**config.mk**
```make
export PLATFORM = sky130hd
export DESIGN_NAME = prime_modulus_search
export DESIGN_NICKNAME = d
export VERILOG_FILES = /design/src/rtl/pms_pkg.sv /design/src/rtl/prime_modulus_search.sv
export SDC_FILE = /design/constraint.sdc
export NUM_CORES = 1
export LEC_CHECK = 0
export BUFFER_PORTS_ARGS = -buffer_cell sky130_fd_sc_hd__buf_2
export CAP_MARGIN = 30
export CORE_MARGIN = 8
export CORE_UTILIZATION = 53
export CTS_CLUSTER_SIZE = 20
export DETAILED_ROUTE_END_ITERATION = 8
export PLACE_DENSITY = 0.71
export SYNTH_ARGS = -nofsm -noshare
export SYNTH_HDL_FRONTEND = slang
export SYNTH_SLANG_ARGS = --single-unit
```
**constraint.sdc**
```tcl
create_clock -name clock -period 7.9 [get_ports clock]
set_input_delay 0.79 -clock clock [delete_from_list [all_inputs] [get_ports clock]]
set_output_delay 0.79 -clock clock [all_outputs]
set_load 0.005 [all_outputs]
```
**src/rtl/pms_pkg.sv**
```systemverilog
// ----------------------------------------------------------------------------
// pms_pkg
// Widths, limits and state codes for the prime modulus search block.
// ----------------------------------------------------------------------------
`default_nettype none

package pms_pkg;

   localparam int ORDER_W      = 16;                  // group order q
   localparam int MULT_W       = 16;                  // multiplier r on the result
   localparam int MOD_W        = 32;                  // modulus width, 8 .. 32
   localparam int MAX_MULT     = 65535;               // multiplier limit

   localparam int RCNT_W       = MULT_W + 1;          // holds the limit plus one
   localparam int CAND_W       = ORDER_W + RCNT_W;    // r*q+1 never overflows this
   localparam int DIV_W        = 17;                  // odd trial divisor
   localparam int DSQ_W        = 2 * DIV_W;           // its square
   localparam int REM_W        = DIV_W;               // remainder below the divisor
   localparam int BCNT_W       = $clog2(MOD_W);       // dividend bit counter

   localparam int REQ_DATA_W   = 16;
   localparam int RSP_DATA_W   = 56;

   localparam logic [CAND_W-1:0] MAX_P = CAND_W'((64'd1 << MOD_W) - 64'd1);
   localparam logic [RCNT_W-1:0] MAX_R = RCNT_W'(MAX_MULT);

   typedef enum logic [6:0] {
      ST_IDLE   = 7'b0000001,
      ST_CHECK  = 7'b0000010,
      ST_TEST   = 7'b0000100,
      ST_DIV    = 7'b0001000,
      ST_DIVEND = 7'b0010000,
      ST_NEXT_R = 7'b0100000,
      ST_FINISH = 7'b1000000
   } state_type;

endpackage

`default_nettype wire

```
**src/rtl/prime_modulus_search.sv**
```systemverilog
// ----------------------------------------------------------------------------
// prime_modulus_search
// Finds the smallest r >= 1 for which r*q+1 is prime, by trial division.
// ----------------------------------------------------------------------------
// One request at a time. For each candidate p = r*q+1 the sequencer tries odd
// divisors d = 3, 5, 7, ... while d*d <= p; every trial runs p through a shared
// restoring divider, one bit of p per cycle. Even candidates other than 2, and 1,
// skip trial division and go straight to the next multiplier; a zero order walks
// every multiplier and ends not found. The next request is taken as soon as the
// result sits in the output register, even if it is not yet taken.
// ----------------------------------------------------------------------------
`default_nettype none

module prime_modulus_search
   import pms_pkg::*;
(
   input  wire logic                  clock,
   input  wire logic                  reset,
   input  wire logic                  req_tvalid,
   output logic                       req_tready,
   input  wire logic [REQ_DATA_W-1:0] req_tdata,  // [15:0] group_order
   output logic                       rsp_tvalid,
   input  wire logic                  rsp_tready,
   output logic [RSP_DATA_W-1:0]      rsp_tdata   // [31:0] prime_modulus,
                                                  // [47:32] multiplier,
                                                  // [48] not_found, rest zero
);

   state_type             state_ff,   state_in;
   logic [ORDER_W-1:0]    q_ff,       q_in;
   logic [RCNT_W-1:0]     r_ff,       r_in;
   logic [CAND_W-1:0]     p_ff,       p_in;
   logic [DIV_W-1:0]      d_ff,       d_in;
   logic [DSQ_W-1:0]      dsq_ff,     dsq_in;
   logic [REM_W-1:0]      rem_ff,     rem_in;
   logic [MOD_W-1:0]      num_ff,     num_in;
   logic [BCNT_W-1:0]     bcnt_ff,    bcnt_in;
   logic                  nf_ff,      nf_in;
   logic                  rvalid_ff,  rvalid_in;
   logic [RSP_DATA_W-1:0] rdata_ff,   rdata_in;

   // shared divider step
   logic [REM_W:0]        rem_sh;
   logic [REM_W:0]        rem_sub;
   logic                  rem_ge;
   logic                  slot_free;

   assign rem_sh    = {rem_ff, num_ff[MOD_W-1]};
   assign rem_ge    = rem_sh >= (REM_W+1)'(d_ff);
   assign rem_sub   = rem_sh - (REM_W+1)'(d_ff);
   assign slot_free = !rvalid_ff || rsp_tready;

   assign req_tready = (state_ff == ST_IDLE);
   assign rsp_tvalid = rvalid_ff;
   assign rsp_tdata  = rdata_ff;

   always_comb begin
      state_in  = state_ff;
      q_in      = q_ff;
      r_in      = r_ff;
      p_in      = p_ff;
      d_in      = d_ff;
      dsq_in    = dsq_ff;
      rem_in    = rem_ff;
      num_in    = num_ff;
      bcnt_in   = bcnt_ff;
      nf_in     = nf_ff;
      rvalid_in = rvalid_ff && !rsp_tready;
      rdata_in  = rdata_ff;

      unique case (state_ff)
         ST_IDLE: begin
            if (req_tvalid) begin
               q_in     = req_tdata[ORDER_W-1:0];
               r_in     = RCNT_W'(1);
               p_in     = CAND_W'(req_tdata[ORDER_W-1:0]) + CAND_W'(1);
               state_in = ST_CHECK;
            end
         end
         ST_CHECK: begin
            priority if (r_ff > MAX_R || p_ff > MAX_P) begin
               nf_in    = 1'b1;
               state_in = ST_FINISH;
            end else if (p_ff == CAND_W'(2)) begin
               nf_in    = 1'b0;
               state_in = ST_FINISH;
            end else if (p_ff <= CAND_W'(1) || !p_ff[0]) begin
               state_in = ST_NEXT_R;
            end else begin
               d_in     = DIV_W'(3);
               dsq_in   = DSQ_W'(9);
               state_in = ST_TEST;
            end
         end
         ST_TEST: begin
            if (dsq_ff > DSQ_W'(p_ff)) begin
               nf_in    = 1'b0;
               state_in = ST_FINISH;
            end else begin
               rem_in   = '0;
               num_in   = p_ff[MOD_W-1:0];
               bcnt_in  = '0;
               state_in = ST_DIV;
            end
         end
         ST_DIV: begin
            rem_in  = rem_ge ? rem_sub[REM_W-1:0] : rem_sh[REM_W-1:0];
            num_in  = {num_ff[MOD_W-2:0], 1'b0};
            bcnt_in = bcnt_ff + BCNT_W'(1);
            if (bcnt_ff == BCNT_W'(MOD_W - 1)) begin
               state_in = ST_DIVEND;
            end
         end
         ST_DIVEND: begin
            if (rem_ff == '0) begin
               state_in = ST_NEXT_R;
            end else begin
               // (d+2)^2 = d^2 + 4d + 4
               d_in     = d_ff + DIV_W'(2);
               dsq_in   = dsq_ff + (DSQ_W'(d_ff) << 2) + DSQ_W'(4);
               state_in = ST_TEST;
            end
         end
         ST_NEXT_R: begin
            r_in     = r_ff + RCNT_W'(1);
            p_in     = p_ff + CAND_W'(q_ff);
            state_in = ST_CHECK;
         end
         ST_FINISH: begin
            if (slot_free) begin
               rvalid_in = 1'b1;
               rdata_in  = '0;
               if (nf_ff) begin
                  rdata_in[MOD_W+MULT_W] = 1'b1;
               end else begin
                  rdata_in[MOD_W-1:0]           = p_ff[MOD_W-1:0];
                  rdata_in[MOD_W+MULT_W-1:MOD_W] = r_ff[MULT_W-1:0];
               end
               state_in = ST_IDLE;
            end
         end
         default: begin
            state_in = ST_IDLE;
         end
      endcase
   end

   always_ff @(posedge clock) begin
      if (reset) begin
         state_ff  <= ST_IDLE;
         rvalid_ff <= 1'b0;
      end else begin
         state_ff  <= state_in;
         rvalid_ff <= rvalid_in;
      end
      q_ff     <= q_in;
      r_ff     <= r_in;
      p_ff     <= p_in;
      d_ff     <= d_in;
      dsq_ff   <= dsq_in;
      rem_ff   <= rem_in;
      num_ff   <= num_in;
      bcnt_ff  <= bcnt_in;
      nf_ff    <= nf_in;
      rdata_ff <= rdata_in;
   end

endmodule

`default_nettype wire

```
==> impl_metrics.json <==
{
  "grtUsageTotal_pct": 18.6,
  "fillers": 2068,
  "finalWeightedCongestion": 0.848,
  "cts_tree": "built",
  "worstSetupEndpointType": "flip-flop",
  "period_minus_slack_ns": 3.57,
  "tns_ns": 0,
  "synth_top_area_share_pct": 49.4,
  "clk_pin_slew_ns": 0.06,
  "cts.sinks": 225,
  "syn-cell-area_um2": 13200,
  "yosys_warnings": 0,
  "hpwlAfterDp_mm": 20.9,
  "crit_fanout": 31,
  "slew_headroom_pct": 33.8,
  "cts_max_level": 1,
  "clockBufferDepth": 3,
  "async_flop_share_pct": 0,
  "nNetsFinal": 1461,
  "vias": 9585,
  "tightest_slew_ns": 0.990,
  "dpl_worst_slack_ns": 4.30,
  "outcome": "complete, no violations",
  "antenna_left": 0,
  "cts-root-buf": "clkbuf_16",
  "regArea_um2": 6680,
  "placed_cell_area_um2": 13900,
  "final_hold_viol_count": 0,
  "required_ns": 8.07,
  "yosys.area.top_type": "edfxtp_1",
  "die_x_um": 174,
  "wire_per_inst_um": 17.2,
  "clock_latency_ns": 0.52,
  "fp.dieH_um": 174,
  "port_buffers": 70,
  "p_per_area_nw_per_um2": 185,
  "synth_edf_count": 217,
  "setup_slack_ns": 4.33,
  "grt_pass1_vias": 9195,
  "diodes": 0,
  "postCtsResizedCells": 0,
  "grt_max_degree": 66,
  "drive_gt1_share_pct": 9.59,
  "yosys-top-cells-area": "edfxtp_1, ha_1, xnor2_1",
  "final_max_slew_viol_count": 0,
  "ios": 78,
  "yosysMostFrequentCell": "edfxtp_1",
  "synth_area_per_cell_um2": 10.5,
  "cts.hold.buffers_added": 0,
  "seq_area_frac_synth_pct": 50.6,
  "area_growth_pct": 11.3,
  "total_power_mw": 2.72,
  "drt_iter0_drc": 686,
  "worst-setup-path-type": "reg2reg",
  "drc": 0,
  "rows": 57,
  "maxCapViolations": 0,
  "initial_core_util_pct": 54.1,
  "post_cts_buffers": 0,
  "final_area_um2": 14700,
  "yosys-top-cells-count": "edfxtp_1, nor2_1, nand2_1, ha_1, o21ai_0",
  "ys_ff_latch": 225,
  "hold_depth": 1,
  "fmax_mhz": 280,
  "setup-violations-final": 0,
  "fin_crit_sh_pct": 45.2,
  "multiInputGateArea_um2": 6120,
  "synth_ff_type": "edfxtp_1",
  "viasPerCell": 5.71,
  "dr.pass1.iters": 5,
  "hp-class": "in2reg",
  "grt_setup_unrepaired": "no",
  "reg2regPathDepth": 11,
  "synth_cells": 1260,
  "grt_remaining_overflow": 0,
  "critPathLaunchType": "flip-flop",
  "p_leak_nw": 5.62,
  "crit_arrival_ns": 3.74,
  "cts_buffers": 25,
  "design.die.area_um2": 30200,
  "skew_ns": 0.00729,
  "grt_antenna_before_repair": 0,
  "grt_pass1_wl_mm": 47.1,
  "netlist-cell-type-count": 67,
  "ir_drop_uv": 161,
  "totalWireLength_mm": 28.8,
  "coreArea_um2": 24400
}
-- path summary, 6_finish.rpt --
check | from | to | slack (ns)
worst max register to register | p_ff[29]$_SDFFCE_PN0P_ | num_ff[23]$_DFFE_PP_ | 4.33
worst max-delay path | p_ff[29]$_SDFFCE_PN0P_ | num_ff[23]$_DFFE_PP_ | 4.33
worst min register to register | num_ff[9]$_DFFE_PP_ | num_ff[10]$_DFFE_PP_ | 0.53
worst min-delay path | req_tdata[10] | q_ff[10]$_DFFE_PP_ | 0.49
-- state kept, by name (all words and copies together) (netlist names) --
signal      count
rsp_tdata      49
p_ff           33
num_ff         32
dsq_ff         31
r_ff           17
rem_ff         17
d_ff           16
q_ff           16
state_ff        7
bcnt_ff         5
nf_ff           1
rsp_tvalid      1
-- cells by family (layout without fill, tap and decap cells) --
kind of cell | after synthesis | in the layout | synth area share, %
fa+ha+maj | 104 | 104 | 10.0
other cells | 1 | 7 | 0.0284
simple gates | 458 | 458 | 16.7
flops | 225 | 225 | 50.6
mux | 13 | 13 | 0.987
xor+xnor | 94 | 94 | 6.24
compound gates | 257 | 257 | 12.0
buf+inv | 108 | 197 | 3.33
-- critical path, cell delays in order, from the launching register on --
cell and delay (ns):
edfxtp_1 0.43, inv_1 0.11, ha_1 0.32, a21o_1 0.16, a21oi_1 0.12, o21ai_0 0.09, a21o_1 0.18, a2111oi_0 0.41
a21o_1 0.27, nor2_1 0.10, nor2_4 0.54, buf_4 0.49
-- layer usage --
layer,vias up,GRT usage [%],routed length (µm)
met5,-,0,0
met4,0,4.20,542
met3,35,3.09,1460
met2,210,31.1,13700
met1,4609,25.0,13100
li1,4731,-,-
-- area by class of cell --
| type | instances | share of cell area (%) |
|---|---|---|
| multi-input combinational | 933 | 41.7 |
| clock buffer | 41 | 4.88 |
| sequential | 225 | 45.5 |
| inverter | 71 | 1.82 |
| timing repair buffer | 81 | 3.00 |
| clock inverter | 4 | 0.298 |
| tap | 324 | 2.76 |
-- power by group --
| group | internal [mW] | switching [mW] |
|---|---|---|
| clock network | 0.646 | 0.455 |
| registers | 1.34 | 0.0294 |
| logic | 0.0960 | 0.152 |
| total | 2.08 | 0.636 |
-- layout by cell type, fill, tap and decap left out, types with 7 or more instances in the layout --
master	Yosys	final
a21o_1	21	21
xnor2_1	67	67
a211oi_1	16	16
dfxtp_1	8	8
inv_1	70	69
buf_2	0	70
xor2_1	27	27
clkbuf_16	0	25
edfxtp_1	217	217
nand2_1	105	105
clkbuf_1	28	13
and3_1	19	19
nand4_1	21	21
a21oi_1	72	72
o21a_1	8	8
buf_4	7	10
nand3_1	40	40
or3_1	13	13
conb_1	1	7
o21ai_0	84	83
ha_1	101	101
nor3_1	20	20
nor4_1	15	15
nor2b_1	26	25
mux2i_1	13	13
nor2_1	153	152
and2_1	12	12
-- stage by stage --
stage               utilization (%)  std cells  hold WS, ns
floorplan                         -       1266        0.467
global placement               56.9       1632        0.499
detailed placement             57.0       1633        0.509
CTS                            60.1       1678        0.473
global route                   60.2       1679        0.476
finish                         60.2       1679        0.494
Power figures use the tool's default switching activity.
